File: config.mk
export PLATFORM = sky130hd
export DESIGN_NAME = binary_image_centroid
export DESIGN_NICKNAME = d
export VERILOG_FILES = /design/src/rtl/core/bic_pkg.sv /design/src/rtl/core/binary_image_centroid.sv
export SDC_FILE = /design/constraint.sdc
export NUM_CORES = 1
export LEC_CHECK = 0
export BUFFER_PORTS_ARGS = -buffer_cell sky130_fd_sc_hd__buf_2
export CAP_MARGIN = 30
export CORE_UTILIZATION = 56
export CTS_CLUSTER_SIZE = 24
export DETAILED_ROUTE_END_ITERATION = 8
export PLACE_DENSITY = 0.76
export SYNTH_ARGS = -nofsm -noshare
export SYNTH_HDL_FRONTEND = slang
export SYNTH_SLANG_ARGS = --single-unit
export TNS_END_PERCENT = 20
File: constraint.sdc
create_clock -name clk -period 8.4 [get_ports clk]
set_input_delay 0 -clock clk [delete_from_list [all_inputs] [get_ports clk]]
set_output_delay 0 -clock clk [all_outputs]
set_load 0.005 [all_outputs]
File: src/rtl/core/bic_pkg.sv
package bic_pkg;

  // Fixed field and register widths
  localparam int CFG_W     = 13;
  localparam int CFG_IDX_W = 1;
  localparam int OUT_W     = 12;
  localparam int CNT_W     = 25;
  localparam int SUM_W     = 36;
  localparam int STEP_W    = $clog2(SUM_W);

  // Register indexes on the configuration port
  localparam logic [CFG_IDX_W-1:0] REG_FRAME_WIDTH  = 1'b0;
  localparam logic [CFG_IDX_W-1:0] REG_FRAME_HEIGHT = 1'b1;

  // Register values after reset
  localparam logic [CFG_W-1:0] FRAME_WIDTH_RST  = 13'd640;
  localparam logic [CFG_W-1:0] FRAME_HEIGHT_RST = 13'd480;

  // Sequencer states
  typedef enum logic [1:0] {
    ST_ACCUM,
    ST_DIV_X,
    ST_DIV_Y,
    ST_LOAD
  } state_t;

endpackage

File: src/rtl/core/binary_image_centroid.sv
// Binary image centroid.
//
// Pixels enter on the pixel channel (pixel_valid / pixel_ready) in raster
// order, one item per clock while a frame streams in. A nonzero pixel counts
// as white; its column and row are summed and counted. The frame size comes
// from frame_width / frame_height, set by cfg_write / cfg_index / cfg_data;
// the user writes them only while the block is idle (the block does not enforce it);
// zero acts as 1, oversize clamps to the MAX_WIDTH / MAX_HEIGHT parameters.
//
// After the last pixel of a frame the block stops taking pixels and runs one
// shared restoring divider, one quotient bit per cycle, for x and then y,
// before the result item is loaded in the load step (a frame with no white
// pixel goes straight to the load step, returns the frame centre and sets
// empty_frame). The divider's dividend is 36 bits wide.
// The result waits in an output register on the result channel
// (result_valid / result_ready); pixels of the next frame are taken while it
// waits, and if the next frame ends before the result is taken the block
// holds in the load step until the register frees.
// Reset (rst, synchronous) clears the position, sums, count and sequencer,
// drops result_valid and restores the frame size to 640 x 480.
module binary_image_centroid
  import bic_pkg::*;
#(
  parameter int MAX_WIDTH  = 4096,
  parameter int MAX_HEIGHT = 4096
) (
  input  logic                 clk,
  input  logic                 rst,
  input  logic                 cfg_write,
  input  logic [CFG_IDX_W-1:0] cfg_index,
  input  logic [CFG_W-1:0]     cfg_data,
  input  logic                 pixel_valid,
  output logic                 pixel_ready,
  input  logic [7:0]           pixel,
  output logic                 result_valid,
  input  logic                 result_ready,
  output logic [OUT_W-1:0]     centre_x,
  output logic [OUT_W-1:0]     centre_y,
  output logic [CNT_W-1:0]     white_total,
  output logic                 empty_frame
);

  localparam int CPOS_W = $clog2(MAX_WIDTH);
  localparam int RPOS_W = $clog2(MAX_HEIGHT);
  localparam int SZW_W  = (CFG_W > $clog2(MAX_WIDTH + 1)) ? CFG_W : $clog2(MAX_WIDTH + 1);
  localparam int SZH_W  = (CFG_W > $clog2(MAX_HEIGHT + 1)) ? CFG_W : $clog2(MAX_HEIGHT + 1);

  state_t state, state_next;

  logic [CFG_W-1:0]  frame_width, frame_height;
  logic [CPOS_W-1:0] column_pos;
  logic [RPOS_W-1:0] row_pos;
  logic [SUM_W-1:0]  sum_cols, sum_rows;
  logic [CNT_W-1:0]  white_seen;

  // Divider and snapshot registers
  logic [SUM_W-1:0]  dvd;
  logic [CNT_W-1:0]  rem;
  logic [CNT_W-1:0]  divisor;
  logic [SUM_W-1:0]  snap_rows;
  logic [OUT_W-1:0]  quot_x;
  logic [STEP_W-1:0] step_cnt;
  logic              empty_hold;

  // Effective frame size
  logic [SZW_W-1:0] width_ext, width_eff;
  logic [SZH_W-1:0] height_ext, height_eff;

  assign width_ext  = SZW_W'(frame_width);
  assign height_ext = SZH_W'(frame_height);

  always_comb begin
    if (frame_width == '0) begin
      width_eff = SZW_W'(1);
    end else if (width_ext > SZW_W'(MAX_WIDTH)) begin
      width_eff = SZW_W'(MAX_WIDTH);
    end else begin
      width_eff = width_ext;
    end
    if (frame_height == '0) begin
      height_eff = SZH_W'(1);
    end else if (height_ext > SZH_W'(MAX_HEIGHT)) begin
      height_eff = SZH_W'(MAX_HEIGHT);
    end else begin
      height_eff = height_ext;
    end
  end

  // Row and frame end detection
  logic [SZW_W:0] col_inc;
  logic [SZH_W:0] row_inc;
  logic           col_last, row_last, frame_end;

  assign col_inc   = (SZW_W + 1)'(column_pos) + 1'b1;
  assign row_inc   = (SZH_W + 1)'(row_pos) + 1'b1;
  assign col_last  = !(col_inc < {1'b0, width_eff});
  assign row_last  = !(row_inc < {1'b0, height_eff});
  assign frame_end = col_last && row_last;

  // Accumulate the current pixel
  logic             white, pix_take;
  logic [SUM_W-1:0] sum_cols_next, sum_rows_next;
  logic [CNT_W-1:0] white_seen_next;

  assign white    = (pixel != 8'd0);
  assign pix_take = pixel_valid && pixel_ready;

  assign sum_cols_next   = white ? sum_cols + SUM_W'(column_pos) : sum_cols;
  assign sum_rows_next   = white ? sum_rows + SUM_W'(row_pos) : sum_rows;
  assign white_seen_next = white ? white_seen + 1'b1 : white_seen;

  // One restoring division step
  logic [CNT_W:0]   rem_trial, rem_diff;
  logic             fits;
  logic [CNT_W-1:0] rem_step;
  logic [SUM_W-1:0] dvd_step;

  assign rem_trial = {rem, dvd[SUM_W-1]};
  assign fits      = (rem_trial >= {1'b0, divisor});
  assign rem_diff  = rem_trial - {1'b0, divisor};
  assign rem_step  = fits ? rem_diff[CNT_W-1:0] : rem_trial[CNT_W-1:0];
  assign dvd_step  = {dvd[SUM_W-2:0], fits};

  logic step_last, out_free;

  assign step_last = (step_cnt == STEP_W'(SUM_W - 1));
  assign out_free  = !result_valid || result_ready;

  // Sequencer: next state and handshake
  always_comb begin
    state_next  = state;
    pixel_ready = 1'b0;
    unique case (state)
      ST_ACCUM: begin
        pixel_ready = 1'b1;
        if (pixel_valid && frame_end) begin
          state_next = (white_seen_next == '0) ? ST_LOAD : ST_DIV_X;
        end
      end
      ST_DIV_X: begin
        if (step_last) state_next = ST_DIV_Y;
      end
      ST_DIV_Y: begin
        if (step_last) state_next = ST_LOAD;
      end
      ST_LOAD: begin
        if (out_free) state_next = ST_ACCUM;
      end
      default: state_next = ST_ACCUM;
    endcase
  end

  always_ff @(posedge clk) begin
    if (rst) begin
      state <= ST_ACCUM;
    end else begin
      state <= state_next;
    end
  end

  // Configuration registers
  always_ff @(posedge clk) begin
    if (rst) begin
      frame_width  <= FRAME_WIDTH_RST;
      frame_height <= FRAME_HEIGHT_RST;
    end else if (cfg_write) begin
      if (cfg_index == REG_FRAME_WIDTH) frame_width <= cfg_data;
      if (cfg_index == REG_FRAME_HEIGHT) frame_height <= cfg_data;
    end
  end

  // Position, sums and count
  always_ff @(posedge clk) begin
    if (rst) begin
      column_pos <= '0;
      row_pos    <= '0;
      sum_cols   <= '0;
      sum_rows   <= '0;
      white_seen <= '0;
    end else if (pix_take) begin
      if (frame_end) begin
        column_pos <= '0;
        row_pos    <= '0;
        sum_cols   <= '0;
        sum_rows   <= '0;
        white_seen <= '0;
      end else begin
        sum_cols   <= sum_cols_next;
        sum_rows   <= sum_rows_next;
        white_seen <= white_seen_next;
        if (col_last) begin
          column_pos <= '0;
          row_pos    <= row_inc[RPOS_W-1:0];
        end else begin
          column_pos <= col_inc[CPOS_W-1:0];
        end
      end
    end
  end

  // Shared divider: snapshot at frame end, then one bit per cycle
  always_ff @(posedge clk) begin
    if (rst) begin
      step_cnt <= '0;
    end else begin
      unique case (state)
        ST_ACCUM: begin
          step_cnt <= '0;
          if (pix_take && frame_end) begin
            dvd        <= sum_cols_next;
            rem        <= '0;
            divisor    <= white_seen_next;
            snap_rows  <= sum_rows_next;
            empty_hold <= (white_seen_next == '0);
          end
        end
        ST_DIV_X: begin
          if (step_last) begin
            quot_x   <= dvd_step[OUT_W-1:0];
            dvd      <= snap_rows;
            rem      <= '0;
            step_cnt <= '0;
          end else begin
            dvd      <= dvd_step;
            rem      <= rem_step;
            step_cnt <= step_cnt + 1'b1;
          end
        end
        ST_DIV_Y: begin
          dvd <= dvd_step;
          rem <= rem_step;
          if (step_last) begin
            step_cnt <= '0;
          end else begin
            step_cnt <= step_cnt + 1'b1;
          end
        end
        ST_LOAD: begin
          step_cnt <= '0;
        end
        default: step_cnt <= '0;
      endcase
    end
  end

  // Output register
  always_ff @(posedge clk) begin
    if (rst) begin
      result_valid <= 1'b0;
    end else if (state == ST_LOAD && out_free) begin
      result_valid <= 1'b1;
    end else if (result_ready) begin
      result_valid <= 1'b0;
    end
  end

  always_ff @(posedge clk) begin
    if (state == ST_LOAD && out_free) begin
      centre_x    <= empty_hold ? width_eff[OUT_W:1] : quot_x;
      centre_y    <= empty_hold ? height_eff[OUT_W:1] : dvd[OUT_W-1:0];
      white_total <= divisor;
      empty_frame <= empty_hold;
    end
  end

`ifndef SYNTHESIS
  a_empty_flag: assert property (@(posedge clk) disable iff (rst)
    result_valid |-> (empty_frame == (white_total == '0)))
    else $error("empty_frame disagrees with white_total");

  a_accum_cleared: assert property (@(posedge clk) disable iff (rst)
    (state == ST_DIV_X || state == ST_DIV_Y)
      |-> (white_seen == '0 && column_pos == '0 && row_pos == '0))
    else $error("accumulators not cleared during division");

  a_rem_bound: assert property (@(posedge clk) disable iff (rst)
    (state == ST_DIV_Y) |-> (rem < divisor))
    else $error("divider remainder out of range");

  a_load_source: assert property (@(posedge clk) disable iff (rst)
    $rose(result_valid) |-> ($past(state) == ST_LOAD))
    else $error("result loaded outside load step");
`endif

endmodule
==> results.cfg, run 1 <==
[run_status]
status = finished clean

[pwr]
switching_share_pct = 28.2
vdd_drop_max_v = 0.000145
intPower_mw = 3.09
p_switching_mw = 1.21
leakagePower_nw = 7.86
pwr-share-clk_pct = 37.8
powerDensity_nw_per_um2 = 213
p_seq_share_pct = 44.8
combPwrFrac_pct = 17.4

[cells_and_area]
regArea_um2 = 8680
drive_gt1_share_pct = 9.75
fin_nets = 2052
stdcell_area_um2 = 20200
syn_to_final_growth_pct = 12.2
antennaDiodeCount = 0
final_cells = 2371
multi_input_area_um2 = 8590
fillers = 2516

[floorplan]
core_area_um2 = 31600
chipWidth_um = 181
start_util_pct = 57.0
die_h_um = 181
rows = 65
ios = 79
die_area_um2 = 32800

[synth]
synth.most_common_cell = nand2_1
synthMuxAreaShare_pct = 2.03
synth_top_family_by_area = simple AND/OR/NAND/NOR gates
synth_top_area_share_pct = 30.9
synthXorXnorAreaFrac_pct = 6.47
ys_top_cells_by_count = nand2_1 (192), edfxtp_1 (185), nor2_1 (181)
synth_edf_count = 185
yosysSeqAreaShare_pct = 48.3
synth-compound-area-share_pct = 16.2
synthCells = 1868
ys_ff_latch = 341
synth_fp_nets = 1980
synth_flop_cell = edfxtp_1
yosys.area.top_type = edfxtp_1
yosys.area_share.adder_pct = 6.04
synth.distinct_cells = 78
synth_area_leaders = edfxtp_1 (31%), dfxtp_1 (17%), ha_1 (5.7%)
ys_warn_count = 0
async_flop_share_pct = 0
synth.avg_cell_area_um2 = 9.62
syn-cell-area_um2 = 18000
synthSimpleGateAreaFrac_pct = 16.9

[clock_network]
tritoncts = done
clk_pin_slew_ns = 0.06
insertion_delay_ns = 0.53
cts_sinks = 341
cts_resized = 0
htree_levels = 2
cts-root-buf = clkbuf_16
cts_buffer_depth = 3
cts-buffers-inserted = 37
cts.hold.buffers_added = 19
cts_post_setup_buffers_inserted = 0

[route]
drc_errors = 0
ant_nets = 0
drtPass1Iterations = 8
drt-initial-drc-count = 1381
vias_per_cell = 6.12
drt_wl_total_um = 44400
vias = 14500
wl_per_cell_um = 18.7

[global_route]
antenna_found_initial = 0
overflow = 0
grt_pass1_wl_um = 71800
grt_usage_pct = 27.1
grt_pass1_vias = 13900
grt_max_degree = 64

[timing]
clock-skew-final_ns = 0.0228
tns_ns = 0
drv_slew = 0
maxSlewHeadroom_pct = 43.3
rsz0062_at_grt = no
setup_violations = 0
hold_viol = 0
tightest_slew_ns = 0.845
fin_crit_sh_pct = 56.9
finalCriticalPeriod_ns = 4.78
timing.fmax_ghz = 0.209

[worst_hold_path]
holdPathEnd = frame_width[12]$_SDFFE_PP0P_
whs_path_depth = 4
hp-start = cfg_write
min_path_type = input port to flip-flop

[placement]
dp_cells = 2282
placed_area_um2 = 18700
gp_congestion = 0.872
dpl.hpwl_um = 29800
io_buffers = 78

[worst_setup_path]
reg2regPathDepth = 16
crit_arrival_ns = 4.92
cp_slowest_cell = buf_4
path_class = flip-flop to flip-flop
start_kind = flip-flop
slowest_delay_ns = 0.66
path_max_fanout = 62
reg2reg_to = divisor[9]$_DFFE_PP_
crit_path_frequent_cell = and3_1
reg2reg_setup_slack_ns = 3.62
critPathCaptureType = flip-flop
path_cells = ha_1 -> and3_1 -> and3_1 -> and3_1 -> nand3_1 -> xnor2_1 -> ha_1 -> nand3_1 -> nor2_1 -> o21ai_0 -> a21o_1 -> a32oi_1 -> buf_4 -> nand2_1 -> nor3b_2 -> buf_4
rr_startpoint = column_pos[0]$_SDFFE_PP0P_
critPathRequiredTime_ns = 8.55

[run]
drv_cap = 0
-- through the flow --
| stage | util [%] | hold WS, ns | power, mW | setup WS [ns] |
|---|---|---|---|---|
| finish | 63.9 | 0.0602 | 4.30 | 3.62 |
| CTS | 63.8 | 0.0308 | 4.30 | 3.65 |
| global route | 63.9 | 0.0878 | 4.46 | 3.28 |
| floorplan | - | 0.124 | 2.46 | 0.322 |
| detailed placement | 59.3 | 0.233 | 2.67 | 3.67 |
| global placement | 59.3 | 0.234 | 2.65 | 3.82 |
-- logic make-up after synthesis --
group	after synthesis
mux	36
buf+inv	187
fa+ha+maj	85
compound gates	455
simple gates	632
xor+xnor	132
flops	341
-- final cells by class --
| cell class | instances | share of cell area [%] |
|---|---|---|
| sequential | 341 | 43.0 |
| timing repair buffer | 123 | 4.01 |
| clock buffer | 56 | 5.67 |
| tap | 402 | 2.49 |
| clock inverter | 12 | 0.434 |
| inverter | 97 | 1.80 |
| multi-input combinational | 1340 | 42.6 |
-- cell usage in the layout, fill, tap and decap left out, drive strengths merged, types with 32 or more instances in the layout --
cell type	count
dfxtp	156
a22oi	39
nand3	63
nand2	192
nor3	32
xor2	49
a221oi	35
a21oi	171
clkbuf	56
edfxtp	185
inv	97
ha	82
o21ai	71
buf	104
xnor2	83
nor2	181
mux2i	32
and3	36
-- worst max-delay path by stage --
| stage | slack [ns] | to | start |
|---|---|---|---|
| after global placement | 3.82 | divisor[10]$_DFFE_PP_ | column_pos[0]$_SDFFE_PP0P_ |
| after floorplan | 0.32 | divisor[0]$_DFFE_PP_ | column_pos[0]$_SDFFE_PP0P_ |
| after global routing | 3.28 | divisor[9]$_DFFE_PP_ | column_pos[0]$_SDFFE_PP0P_ |
| after detailed placement | 3.67 | divisor[9]$_DFFE_PP_ | column_pos[0]$_SDFFE_PP0P_ |
| final | 3.62 | divisor[9]$_DFFE_PP_ | column_pos[0]$_SDFFE_PP0P_ |
| after CTS | 3.65 | divisor[12]$_DFFE_PP_ | column_pos[0]$_SDFFE_PP0P_ |
-- registers in the layout (all words and copies together) (netlist names), 13 cells and up --
register,cells
sum_cols,36
white_seen,25
frame_width,13
frame_height,13
divisor,25
snap_rows,36
sum_rows,36
dvd,36
white_total,25
rem,25
-- power by group through the flow --
stage               combinational (mW)  clock, mW  sequential (mW)
floorplan                        0.511          0             1.95
global placement                 0.691          0             1.96
detailed placement               0.710          0             1.96
CTS                              0.724       1.65             1.93
global route                     0.820       1.71             1.93
finish                           0.748       1.63             1.93
-- layer usage --
layer	global-route usage, %	vias up	share of wire [%]	wire [µm]
met4	9.08	0	2.7	1210
met1	36.9	6886	43	19300
met5	0	-	0	0
li1	-	6921	-	-
met2	43.6	611	46	20400
met3	4.82	99	7.9	3520
-- critical path, delay by kind of cell, from the launching register on --
kind | cells | cell delay (ns)
compound gates | 3 | 0.41
xor+xnor | 1 | 0.18
fa+ha+maj | 2 | 0.55
buf+inv | 2 | 0.93
flops | 1 | 0.40
simple gates | 8 | 1.84
Power figures use the tool's default switching activity.
==> run 2: changes to the inputs <==
Settings changed: CORE_UTILIZATION 56 to 60, PLACE_DENSITY 0.76 to 0.78.
Clock period 8.4 ns to 4.8 ns, I/O delays scaled along.
==> run 2 against run 1 <==
Effect of this change: clock skew fell by 0.0090 ns; sequential share of layout area shrank 0.073 points; combinational power up 71%; core utilization up 4.5 points; cell count decreased by 0.63%.
==> results.cfg, run 2 (synthesis results as in run 1) <==
[clock_network]
htree_levels = 2
insertion_delay_ns = 0.51
tritoncts = done
cts_buffer_depth = 3
cts_sinks = 341
cts_resized = 0
cts-buffers-inserted = 37
cts_post_setup_buffers_inserted = 0
clk_pin_slew_ns = 0.06
cts-root-buf = clkbuf_16

[worst_hold_path]
min_path_type = input port to flip-flop
hp-start = pixel_valid

[worst_setup_path]
path_class = flip-flop to flip-flop
path_cells = and3_4 -> and3_1 -> and3_1 -> nand3_1 -> xnor2_1 -> ha_1 -> nand3_1 -> nor2_1 -> o21ai_0 -> a21o_1 -> a32oi_2 -> and2_4 -> a21boi_1 -> nor3_4 -> buf_4
path_max_fanout = 36
cp_slowest_cell = buf_4
crit_arrival_ns = 4.40
critPathCaptureType = flip-flop
rr_startpoint = column_pos[2]$_SDFFE_PP0P_
critPathLaunch = column_pos[2]$_SDFFE_PP0P_
slowest_delay_ns = 0.47
start_kind = flip-flop
critPathRequiredTime_ns = 4.95

[run]
drv_cap = 0

[placement]
placed_area_um2 = 18800
pre_cts_slack_ns = 0.598
gp_congestion = 0.936
io_buffers = 78
dp_cells = 2270
dpl.hpwl_um = 30000

[timing]
rsz0062_at_grt = no
hold_viol = 0
finalCriticalPeriod_ns = 4.25
tns_ns = 0
tightest_slew_ns = 1.08
timing.fmax_ghz = 0.235
drv_slew = 0
fin_crit_sh_pct = 88.5
hold_slack_ns = 0.102
setup_violations = 0
maxSlewHeadroom_pct = 27.7
setup_slack_ns = 0.554
clock-skew-final_ns = 0.0137

[cells_and_area]
fin_nets = 2050
final_common_cell = nand2_1
drive_gt1_share_pct = 10.4
regArea_um2 = 8680
final_cells = 2356
final_cell_mix = nand2_1 (190), edfxtp_1 (185), nor2_1 (180)
syn_to_final_growth_pct = 12.5
stdcell_area_um2 = 20200
fillers = 2251
multi_input_area_um2 = 8640

[route]
drtPass1Iterations = 6
vias_per_cell = 6.18
vias = 14600
drt-initial-drc-count = 1386
drc_errors = 0
wl_per_cell_um = 18.8
ant_nets = 0
drt_wl_total_um = 44200

[pwr]
vdd_drop_max_v = 0.000234
powerDensity_nw_per_um2 = 376
leakagePower_nw = 7.85

[global_route]
top_usage_layer = met2
grt_usage_pct = 28.7
overflow = 0
use_met3_pct = 4.20
grt_max_degree = 64
antenna_found_initial = 1
grt_pass1_wl_um = 70800
grt_pass1_vias = 13800
use_met2_pct = 47.4
grt_util_met1_pct = 38.8

[floorplan]
core_area_um2 = 29600
die_h_um = 175
start_util_pct = 60.8
ios = 79
die_area_um2 = 30700
chipWidth_um = 175
rows = 63

[run_status]
status = finished clean
## run 2: cell count changes in the layout (fill, tap and decap cells not counted), sizes merged
cell | previous run | this run
clkinv | 9 | 7
buf | 104 | 102
clkbuf | 56 | 48
bufinv | 1 | 6
diode | 0 | 2
inv | 97 | 98
clkinvlp | 2 | 3
## run 2: final cells by class
class,count,share of cell area [%]
multi-input cells,1340,42.7
inverters,97,1.80
clock buffers,48,4.98
flip-flops and latches,341,42.9
repair buffers,121,3.84
diodes,2,0.0248
clock inverters,17,1.27
well taps,390,2.41
## run 2: per-layer routing
metal  part of all wire [%]  vias up  routed length, µm
met3                    7.8      106               3430
li1                       -     6911                  -
met1                     43     6917              19000
met5                      0        -                  0
met2                     46      625              20500
met4                    2.8        0               1230
## run 2: timing repair
action	CTS	global route
hold buffers	19	0
endpoints found under the hold margin	42	0
endpoints found under the setup margin	0	0
## run 2: worst paths after layout
| kind | endpoint | depth (start not counted) | slack (ns) |
|---|---|---|---|
| min | state[0]$_SDFFE_PP0P_ | 4 | 0.10 |
| max | dvd[34]$_DFFE_PP_ | 15 | 0.55 |
| min reg2reg | step_cnt[0]$_SDFF_PP0_ | 1 | 0.45 |
| max reg2reg | dvd[34]$_DFFE_PP_ | 15 | 0.55 |
## run 2: through the flow
| stage | utilization, % | power, mW |
|---|---|---|
| finish | 68.4 | 7.60 |
| global route | 68.4 | 7.89 |
| CTS | 68.4 | 7.62 |
| detailed placement | 63.5 | 4.67 |
| global placement | 63.4 | 4.63 |
| floorplan | - | 4.30 |
## run 2: power breakdown
group          total, mW  switching (mW)  internal (mW)
registers           3.37          0.0935           3.28
logic               1.28           0.868          0.408
clock network       2.95            1.14           1.81
total               7.60            2.10           5.50
## run 2: critical path, delay by kind of cell, from the launching register on
family,cells,cell delay [ns]
xor gates and xnor gates,1,0.18
AOI/OAI and AO/OA,4,0.74
and+or+nand+nor,8,1.72
DFF,1,0.42
buffers and inverters,1,0.47
adders and majority gates,1,0.33
==> run 3: changes to the inputs <==
Settings changed: CORE_MARGIN set to 2.
==> run 3 against run 2 <==
Effect of this change: total power grew 1.8%; critical endpoint is now snap_rows[28]$_DFFE_PP_; sequential power hardly changed; clock skew increased by 0.0073 ns; sequential share of layout area is 0.21 points lower.
==> results.cfg, run 3 (synthesis results as in run 1) <==
[worst_setup_path]
reg2reg_to = snap_rows[28]$_DFFE_PP_
reg2reg_setup_slack_ns = 0.69
critPathRequiredTime_ns = 4.98
path_max_fanout = 62
critPathCaptureType = flip-flop
endpoint = snap_rows[28]$_DFFE_PP_
path_class = flip-flop to flip-flop
start_kind = flip-flop
crit_arrival_ns = 4.29
critPathLaunch = column_pos[2]$_SDFFE_PP0P_
reg2regPathDepth = 15
rr_startpoint = column_pos[2]$_SDFFE_PP0P_

[route]
drt_wl_total_um = 46300
drtPass1Iterations = 5
wl_per_cell_um = 19.6
ant_nets = 0
vias_per_cell = 6.29
drc_errors = 0
vias = 14900
drt-initial-drc-count = 1420

[placement]
gp_congestion = 0.919
io_buffers = 78
placed_area_um2 = 18800
dpl.hpwl_um = 30500
pre_cts_slack_ns = 0.760

[timing]
tightest_slew_ns = 0.976
clock-skew-final_ns = 0.0211
rsz0062_at_grt = no
fin_crit_sh_pct = 85.6
hold_slack_ns = 0.0928
drv_slew = 0
setup_slack_ns = 0.690
hold_viol = 0
maxSlewHeadroom_pct = 34.3
finalCriticalPeriod_ns = 4.11
setup_violations = 0
tns_ns = 0
timing.fmax_ghz = 0.243

[floorplan]
core_area_um2 = 29600
chipWidth_um = 177
die_area_um2 = 31400
start_util_pct = 60.8
rows = 63
ios = 79
die_h_um = 177

[clock_network]
tritoncts = done
cts_buffer_depth = 3
cts-buffers-inserted = 37
cts_post_setup_buffers_inserted = 0
clk_pin_slew_ns = 0.06
cts-root-buf = clkbuf_16
cts_sinks = 341
insertion_delay_ns = 0.52
htree_levels = 2

[global_route]
grt_usage_pct = 29.4
grt_max_degree = 90
grt_pass1_wl_um = 73800
grt_pass1_vias = 14000
overflow = 0
antenna_found_initial = 1

[cells_and_area]
fin_nets = 2057
syn_to_final_growth_pct = 13.0
drive_gt1_share_pct = 10.5
multi_input_area_um2 = 8640
regArea_um2 = 8680
fillers = 2184
final_cell_mix = nand2_1 (190), edfxtp_1 (185), nor2_1 (180)
final_common_cell = nand2_1
stdcell_area_um2 = 20300

[pwr]
powerDensity_nw_per_um2 = 381
leakagePower_nw = 7.90
vdd_drop_max_v = 0.000247

[run_status]
status = finished clean

[worst_hold_path]
min_path_type = input port to flip-flop

[run]
drv_cap = 0
-- run 3: repair_timing --
item                                    4_1_cts  5_1_grt
hold buffers                                 22        0
resized for setup                             0        0
endpoints found under the setup margin        0        0
endpoints found under the hold margin        47        0
-- run 3: worst max-delay path: stages, from the launching register on --
cell and delay (ns):
dfxtp_1 0.43, and3_4 0.23, and3_1 0.22, and3_1 0.28, nand3_1 0.12, xnor2_1 0.19
ha_1 0.32, nand3_1 0.10, nor2_1 0.10, o21ai_0 0.08, a21o_1 0.17, a32oi_2 0.23
buf_4 0.26, nand2_2 0.31, nor3b_4 0.35, buf_12 0.34
-- run 3: routing by layer --
layer	wire [µm]	vias up	global-route usage, %	share of wire (%)
met5	38	-	0	0.082
li1	-	6923	-	-
met4	1290	2	9.26	2.8
met2	21700	748	47.5	47
met1	19100	7073	40.2	41
met3	4190	119	5.26	9.1
-- run 3: worst min path at each step --
stage,end,cells past startpoint,start
2_1_floorplan,frame_height[6]$_SDFFE_PP1P_,2,cfg_data[6]
3_3_place_gp,frame_width[7]$_SDFFE_PP1P_,3,cfg_data[7]
3_5_place_dp,frame_width[7]$_SDFFE_PP1P_,3,cfg_data[7]
4_1_cts,frame_height[11]$_SDFFE_PP0P_,4,cfg_write
5_1_grt,state[0]$_SDFFE_PP0P_,4,pixel_valid
6_report,state[0]$_SDFFE_PP0P_,4,pixel_valid
-- run 3: area by class of cell --
cell class	count	share of cell area (%)
Multi-Input combinational cell	1340	42.5
Inverter	97	1.79
Clock inverter	22	1.54
Antenna cell	1	0.0123
Clock buffer	43	4.72
Tap cell	390	2.40
Timing Repair Buffer	128	4.27
Sequential cell	341	42.7
-- run 3: metrics by stage --
step | total power [mW] | util (%) | cells
final | 7.74 | 68.7 | 2362
after global placement | 4.65 | 63.5 | 2272
after floorplan | 4.30 | - | 1868
after detailed placement | 4.69 | 63.5 | 2272
after CTS | 7.70 | 68.6 | 2359
after global routing | 7.99 | 68.7 | 2361
-- run 3: power breakdown --
part / internal [mW] / leakage, nW / switching [mW]
clock network: 1.86 / 0.618 / 1.17
registers: 3.28 / 2.92 / 0.0970
logic: 0.432 / 4.36 / 0.905
